[src/sv/grd_pkg.sv]
`timescale 1ns / 1ps
package grd_pkg;

	localparam int MAP_ROWS_MAX = 64;
	localparam int MAP_COLS_MAX = 64;
	localparam int FRAC_BITS    = 16;
	localparam int ROW_W        = $clog2(MAP_ROWS_MAX);
	localparam int COL_W        = $clog2(MAP_COLS_MAX);
	localparam int ADDR_W       = ROW_W + COL_W;
	localparam int DIST_W       = 24;
	localparam int RAY_W        = 20;
	localparam logic [DIST_W-1:0] DIST_MAX = '1;

	// divider operand widths: numerator holds 2^(2*FRAC_BITS), denominator |ray|
	localparam int NUM_W = 2 * FRAC_BITS + 1;
	localparam int DEN_W = RAY_W;

	// register indexes
	localparam logic [2:0] REG_POS_X    = 3'd0;
	localparam logic [2:0] REG_POS_Y    = 3'd1;
	localparam logic [2:0] REG_DIR_X    = 3'd2;
	localparam logic [2:0] REG_DIR_Y    = 3'd3;
	localparam logic [2:0] REG_PLANE_X  = 3'd4;
	localparam logic [2:0] REG_PLANE_Y  = 3'd5;
	localparam logic [2:0] REG_SCREEN_W = 3'd6;
	localparam logic [2:0] REG_MAP_ROWS = 3'd7;

	// operation codes
	localparam logic OP_WRITE = 1'b0;
	localparam logic OP_CAST  = 1'b1;

	typedef struct packed {
		logic [21:0]        pos_x;
		logic [21:0]        pos_y;
		logic signed [18:0] dir_x;
		logic signed [18:0] dir_y;
		logic signed [18:0] plane_x;
		logic signed [18:0] plane_y;
		logic [12:0]        screen_width;
		logic [6:0]         map_rows;
	} cfg_t;

	typedef struct packed {
		logic        op;
		logic [11:0] ray_column;
		logic [5:0]  cell_row;
		logic [5:0]  cell_col;
		logic        cell_wall;
	} item_t;

	// queue handshake between front and back
	typedef struct packed {
		logic  valid;
		item_t item;
	} q_out_t;

	typedef struct packed {
		logic pop;
		logic clearing;
	} q_ctl_t;

	typedef struct packed {
		logic                     hit;
		logic                     side;
		logic [5:0]               hit_col;
		logic [5:0]               hit_row;
		logic signed [1:0]        step_col;
		logic signed [1:0]        step_row;
		logic [DIST_W-1:0]        side_dist_col;
		logic [DIST_W-1:0]        side_dist_row;
		logic [DIST_W-1:0]        delta_col;
		logic [DIST_W-1:0]        delta_row;
		logic signed [RAY_W-1:0]  ray_x;
		logic signed [RAY_W-1:0]  ray_y;
	} res_t;

endpackage

[src/sv/grd_front.sv]
`timescale 1ns / 1ps
module grd_front (
	input  logic            clk,
	input  logic            arst_n,
	input  logic            s_tvalid,
	output logic            s_tready,
	input  grd_pkg::item_t  s_item,
	output grd_pkg::q_out_t q_out,
	input  grd_pkg::q_ctl_t q_ctl
);
	import grd_pkg::*;

	item_t      ent_q [2];
	logic       wr_ptr_q;
	logic       rd_ptr_q;
	logic [1:0] count_q;
	logic       push;

	// accept while the queue has room and the map is not being cleared
	assign s_tready = (count_q != 2'd2) && !q_ctl.clearing;
	assign push     = s_tvalid && s_tready;

	assign q_out.valid = (count_q != 2'd0);
	assign q_out.item  = ent_q[rd_ptr_q];

	always_ff @(posedge clk) begin
		if (push) begin
			ent_q[wr_ptr_q] <= s_item;
		end
	end

	// two-entry queue pointers
	always_ff @(posedge clk or negedge arst_n) begin
		if (!arst_n) begin
			wr_ptr_q <= 1'b0;
			rd_ptr_q <= 1'b0;
			count_q  <= 2'd0;
		end else begin
			if (push) wr_ptr_q <= !wr_ptr_q;
			if (q_ctl.pop) rd_ptr_q <= !rd_ptr_q;
			count_q <= count_q + {1'b0, push} - {1'b0, q_ctl.pop};
		end
	end

	a_no_pop_empty: assert property (@(posedge clk) disable iff (!arst_n)
		q_ctl.pop |-> count_q != 2'd0) else $error("pop from empty queue");
	a_count_bound: assert property (@(posedge clk) disable iff (!arst_n)
		count_q != 2'd3) else $error("queue overflow");
	a_clear_stall: assert property (@(posedge clk) disable iff (!arst_n)
		q_ctl.clearing |-> !push) else $error("transfer during map clear");

endmodule

[config.mk]
export PLATFORM = sky130hd
export DESIGN_NAME = grd_front
export DESIGN_NICKNAME = d
export VERILOG_FILES = /design/src/sv/grd_pkg.sv /design/src/sv/grd_front.sv
export SDC_FILE = /design/constraint.sdc
export NUM_CORES = 1
export LEC_CHECK = 0
export BUFFER_PORTS_ARGS = -buffer_cell sky130_fd_sc_hd__buf_4
export CORE_MARGIN = 2
export CORE_UTILIZATION = 46
export DETAILED_ROUTE_END_ITERATION = 10
export PLACE_DENSITY_LB_ADDON = 0.25
export SLEW_MARGIN = 15
export SYNTH_ARGS = -nofsm -noshare
export SYNTH_HDL_FRONTEND = slang
export SYNTH_SLANG_ARGS = --single-unit
[constraint.sdc]
create_clock -name clk -period 2.3 [get_ports clk]
set_clock_uncertainty 0.1 [all_clocks]
set_input_delay 0.345 -clock clk [delete_from_list [all_inputs] [get_ports clk]]
set_output_delay 0.345 -clock clk [all_outputs]
set_load 0.1 [all_outputs]
==> results of run 1 <==
Yosys cell counts:
library cell	number
edfxtp_1	52
mux2_4	19
mux2_2	7
dfrtp_1	4
xnor2_1	3
buf_12	2
ha_1	2
nor2b_1	2
and3_1	1
buf_6	1
inv_1	1
nand2_1	1
nand2b_1	1
nor2_1	1
or2_2	1
xor2_1	1
registers in the layout, summed over array words and instances, names as in the netlist:
signal	count
wr_ptr_q	1
ent_q	52
rd_ptr_q	1
count_q	2
worst max-delay path, cell delays in order (launching register included):
cell	delay (ps)
dfrtp_1	360
buf_4	310
mux2_4	340
buf_4	230
logic make-up (layout without fill, tap and decap cells):
family                     Yosys count  in the layout
and+or+nand+nor                      7              7
xor gates and xnor gates             4              4
DFF                                 56             56
adders and majority gates            2              2
muxes                               26             26
buffers and inverters                4             74
layout make-up:
class	instances	area, um2	share of cell area [%]
clock inverter	3	42.5	1.52
inverter	1	3.75	0.134
timing repair buffer	65	490	17.5
sequential	56	1660	59.3
multi-input combinational	39	465	16.6
tap	54	67.6	2.41
clock buffer	5	68.8	2.46
worst max-delay path by stage:
stage	from	endpoint	slack [ps]	cells after the start
3_3_place_gp	q_ctl[0]	ent_q[1][20]$_DFFE_PP_	620	4
5_1_grt	rd_ptr_q$_DFFE_PN0P_	q_out[23]	230	3
6_report	rd_ptr_q$_DFFE_PN0P_	q_out[23]	310	3
2_1_floorplan	count_q[1]$_DFF_PN0_	s_tready	20	2
4_1_cts	rd_ptr_q$_DFFE_PN0P_	q_out[18]	280	3
3_5_place_dp	q_ctl[0]	count_q[1]$_DFF_PN0_	520	8
per-layer routing:
metal	GRT usage [%]	wire length [um]
met3	5.25	178
met2	22.9	1770
met1	15.6	1390
met4	4.32	46
met5	0	0
per-stage QoR:
stage          setup slack (ps)  hold slack [ps]  cells  instance area (um2)  utilization [%]
2_1_floorplan              24.3            -50.6     99                 2180                -
3_3_place_gp                619             41.7    214                 2680             57.9
3_5_place_dp                518             44.7    214                 2680             57.9
4_1_cts                     278              109    223                 2800             60.5
5_1_grt                     228             93.8    223                 2800             60.5
6_report                    306              123    223                 2800             60.5
timing repair:
| item | in CTS | in global routing |
|---|---|---|
| hold endpoints to repair | 4 | 0 |
| hold buffers | 1 | 0 |
| gates resized for setup | 0 | 0 |
==> impl_results.md, run 1 <==
* Most frequent cells in the layout: 64 x buf_4, 52 x edfxtp_1, 19 x mux2_4, 7 x mux2_2, 5 x clkbuf_8
* Post-CTS setup buffer count at 0
* Global route overflow at 0
* Type of the worst setup path: reg -> out
* Cts bufs inserted at 5
* Vias at 1095
* Worst-path clk slew at 90 ps
* Vias in the first global route at 1132
* Drt total wl at 3.39 mm
* Crit path time final at 1990 ps
* I/O Buffers at 58
* Main combinational cell family by area after synthesis: multiplexers
* DR pass1 iterations at 4
* Status: complete, no violations
* DR WL/cell at 15.2 um
* Total track usage at around 13%
* Starting density of the core at between 40% and 50%
* # setup viols final at 0
* End of the worst hold path: rd_ptr_q$_DFFE_PN0P_
* First-pass GRT wire length at 5.15 mm
* Reg-to-reg slack, setup at 610 ps
* Die Y at roughly 73 um
* Worst-path maximum fanout at 17
* Nets at 201
* Max_slew headroom at 74.6%
* Hold Crit Class: in -> reg
* FF-to-FF End: count_q[1]$_DFF_PN0_
* Cell Area, Synth at roughly 0.0022 mm2
* Core Region at 0.00463 mm2
* Placer congestion estimate at 0.674
* DIE WIDTH at 72.8 um
* Post-synth top area share at 71.6%
* Initial DRC Count at between 60 and 70
* Post-synthesis adder-cell area fraction at 1.15%
* DRC at 0
* Worst slew pin tran at 381 ps
* Site row count at 25
* Slew Limit Fails at 0
* Synthesized area per cell at 22.0 um2
* Clk buf depth at 2
* Post-synthesis xor/xnor area fraction at 1.61%
* Max-cap violation count at 0
* Total die area at 0.00530 mm2
* Clock Sinks at 56
* H-tree level count at 2
* Area contributors post-synth: edfxtp_1 72%, mux2_4 13%, dfrtp_1 4.6%
* Antenna Violating Nets Remaining at 0
* Area Overhead vs Synth at 28.5%
* Final Hold Viols at 0
* Post-Route Setup TNS at 0 ps
* Compound-Gate Fraction of Synth Area at 0%
* Synth Area in Simple Gates at 1.78%
* Drt via density at 4.91
* Clk Latency, worst-skew pair at 300 ps
* Initial antenna violation count at 0
* N_diodes at 0
* Worst setup SP type: flop
* Worst R2R Path Depth at 7
* RSZ-0062 raised after global routing: false
* CP endpoint kind: output pin
* HPWL Detailed at 2.46 mm
* Largest net degree at the start of global routing at 18
* Post-synthesis sequential area ratio at 76.2%
* Mux cell area share after synthesis at 16.7%
* Area leader, netlist: edfxtp_1
* Worst EP arrival at 1550 ps
* Worst Hold Path Cells at 2
* Critical Path RT at 1860 ps
* Period utilization at 86.7%
* CTS tree: done
* I/O Pins at 59
* Most common cell after layout, fill and taps aside: buf_4
* Fill count at 371
* Cells after Synth at 99
* Yosys reg bits at 56
* Share of layout cells above drive strength 1 at about three fifths
* Fmax at 501 MHz
* Synth unique cells at 16
* Reg-to-Reg Start: count_q[1]$_DFF_PN0_
* Clock root buffer: clkbuf_8
* Synth Warn # at 0
* Min-delay src: q_ctl[1]
* Synthesized net count at 132
Power of run 1 is not shown: default switching activity piles up to over one toggle a cycle in this logic, so the estimate is an artifact.
==> inputs of run 2 (changes only) <==
CORE_UTILIZATION = 31   (was 46)
==> run 2 against run 1 <==
Net effect:
- hold slack lost 2.4 ps
- critical endpoint is now q_out[22]
- non-clock buffer count fell by 2
- core utilization fell by 19 points
- sequential cell count did not move
- die area up 45%
- via count shrank 1.7%
- critical path depth is the same
- design area increased by 1.7%
- cell count rose by 18%
- register-to-register slack gained 40 ps
- highest routed layer unchanged
- routed wire length rose by 8.8%
- largest cell class unchanged
==> impl_results.md, run 2 (synthesis gave the netlist of run 1 again) <==
* Crit path time final at 2050 ps (+57.2 ps)
* Cts bufs inserted at 5 (unchanged)
* I/O Buffers at 58 (unchanged)
* Clock root buffer: clkbuf_8
* CTS tree: done
* CP top delay family: flip-flops
* Core Region at 0.00679 mm2 (+47%)
* I/O Pins at 59 (unchanged)
* Worst EP arrival at 1610 ps (+60 ps)
* FF-to-FF End: ent_q[0][6]$_DFFE_PP_
* Drt via density at 4.09 (-17%)
* Largest net degree at the start of global routing at 22 (+4)
* Placer congestion estimate at 0.710 (+5.3%)
* Fmax at 487 MHz (-2.8%)
* Global route overflow at 0 (unchanged)
* Worst R2R Path Depth at 4 (-3)
* Worst path slowest cell: dfrtp_2
* Final Hold Viols at 0 (unchanged)
* Vias in the first global route at 1180 (+4.2%)
* WP depth at 3 (unchanged)
* Reg-to-reg slack, setup at 650 ps (+40 ps)
* Drt total wl at 3.69 mm (+8.8%)
* First-pass GRT wire length at 5.64 mm (+9.5%)
* DRC at 0 (unchanged)
* Biggest regs: ent_q x52, count_q x2
* Max FFs per register at 52 (unchanged)
* N_diodes at 0 (unchanged)
* Period utilization at 89.2% (+2.5 points)
* Post-Route Setup TNS at 0 ps (unchanged)
* Most common cell after layout, fill and taps aside: buf_4
* CP endpoint kind: output pin
* DR WL/cell at 14.0 um (-7.7%)
* Nets at 199 (-1.0%)
* Most frequent cells in the layout: 60 x buf_4, 52 x edfxtp_1, 19 x mux2_4, 7 x mux2_2, 5 x clkbuf_8
* Worst-path maximum fanout at 20 (+3)
* Reg-to-Reg Start: count_q[1]$_DFF_PN0_
* H-tree level count at 2 (unchanged)
* Slew Limit Fails at 0 (unchanged)
* CP max stage delay at 500 ps (+140 ps)
* Post-CTS setup buffer count at 0 (unchanged)
* Antenna Violating Nets Remaining at 0 (unchanged)
* CP bufs+invs at 2 (unchanged)
* Vias at 1076 (-1.7%)
* RSZ-0062 raised after global routing: false
* # setup viols final at 0 (unchanged)
* Starting density of the core at 32.1% (-15 points)
* DIE WIDTH at 87.9 um (+21%)
* Hold Crit Class: in -> reg
* Reg with most FFs: ent_q
* Critical Path RT at 1860 ps (about the same)
* Worst Hold Path Cells at 2 (unchanged)
* Worst-path clk slew at 100 ps (about the same)
* Clock Sinks at 56 (unchanged)
* Die Y at 87.9 um (+21%)
* Clk buf depth at 2 (unchanged)
* Total die area at 0.00772 mm2 (+45%)
* Initial DRC Count at 53 (-15%)
* Max_slew headroom at 76.4% (+1.8 points)
* Site row count at 30 (+20%)
* Fill count at 624 (+68%)
* Area Overhead vs Synth at 30.6%
* Min Hold Slack at 120 ps (-2.43 ps)
* Status: complete, no violations
* Worst setup SP type: flop
* HPWL Detailed at 2.76 mm (+12%)
* End of the worst hold path: rd_ptr_q$_DFFE_PN0P_
* Cell Chain, Critical Path: buf_12 > mux2_4 > buf_4
* Post-CTS resize count at 0 (unchanged)
* DR pass1 iterations at 2 (-2)
* Total track usage at 10.0% (-3.4 points)
* Worst slew pin tran at 354 ps (-27.2 ps)
* Max-cap violation count at 0 (unchanged)
* Initial antenna violation count at 0 (unchanged)
* Type of the worst setup path: reg -> out
* Share of layout cells above drive strength 1 at 59.3% (+0.11 points)
* Min-delay src: q_ctl[1]
* Clk Latency, worst-skew pair at 300 ps (about the same)
run 2: cell count changes in the layout (fill, tap and decap cells not counted), sizes merged:
cell    delta
inv        +2
bufinv     -1
buf        -2
clkinv     -1
run 2: worst max path at each step:
| stage | start | endpoint | slack, ps |
|---|---|---|---|
| global placement | rd_ptr_q$_DFFE_PN0P_ | q_out[17] | 600 |
| global route | rd_ptr_q$_DFFE_PN0P_ | q_out[17] | 180 |
| floorplan | count_q[1]$_DFF_PN0_ | s_tready | 20 |
| CTS | rd_ptr_q$_DFFE_PN0P_ | q_out[19] | 210 |
| detailed placement | q_ctl[0] | ent_q[0][7]$_DFFE_PP_ | 540 |
| finish | rd_ptr_q$_DFFE_PN0P_ | q_out[22] | 250 |
run 2: repair_timing:
item                                    CTS  global route
hold buffers                              1             0
hold endpoints to repair                  4             0
endpoints found under the setup margin    0             0
run 2: layer usage:
layer	GRT usage (%)	part of all wire (%)	vias up
met1	11.3	39	519
met2	18.0	54	42
li1	-	-	511
met5	0	0	-
met4	3.78	0.79	0
met3	2.92	6.6	4
run 2: stage by stage:
stage / std cells / worst slack (ps) / instance area [um2] / util [%]
2_1_floorplan: 99 / 24.3 / 2180 / -
3_3_place_gp: 254 / 595 / 2740 / 40.4
3_5_place_dp: 254 / 544 / 2740 / 40.4
4_1_cts: 263 / 214 / 2850 / 41.9
5_1_grt: 263 / 182 / 2850 / 41.9
6_report: 263 / 249 / 2850 / 41.9
run 2: area by class of cell:
type | count | area [um2] | area share [%]
Sequential cell | 56 | 1660 | 58.4
Timing Repair Buffer | 63 | 500 | 17.6
Multi-Input combinational cell | 39 | 465 | 16.4
Tap cell | 96 | 120 | 4.22
Clock buffer | 5 | 68.8 | 2.42
Clock inverter | 3 | 25.0 | 0.879
Inverter | 1 | 3.75 | 0.132
Power of run 2 is left out for the same reason.
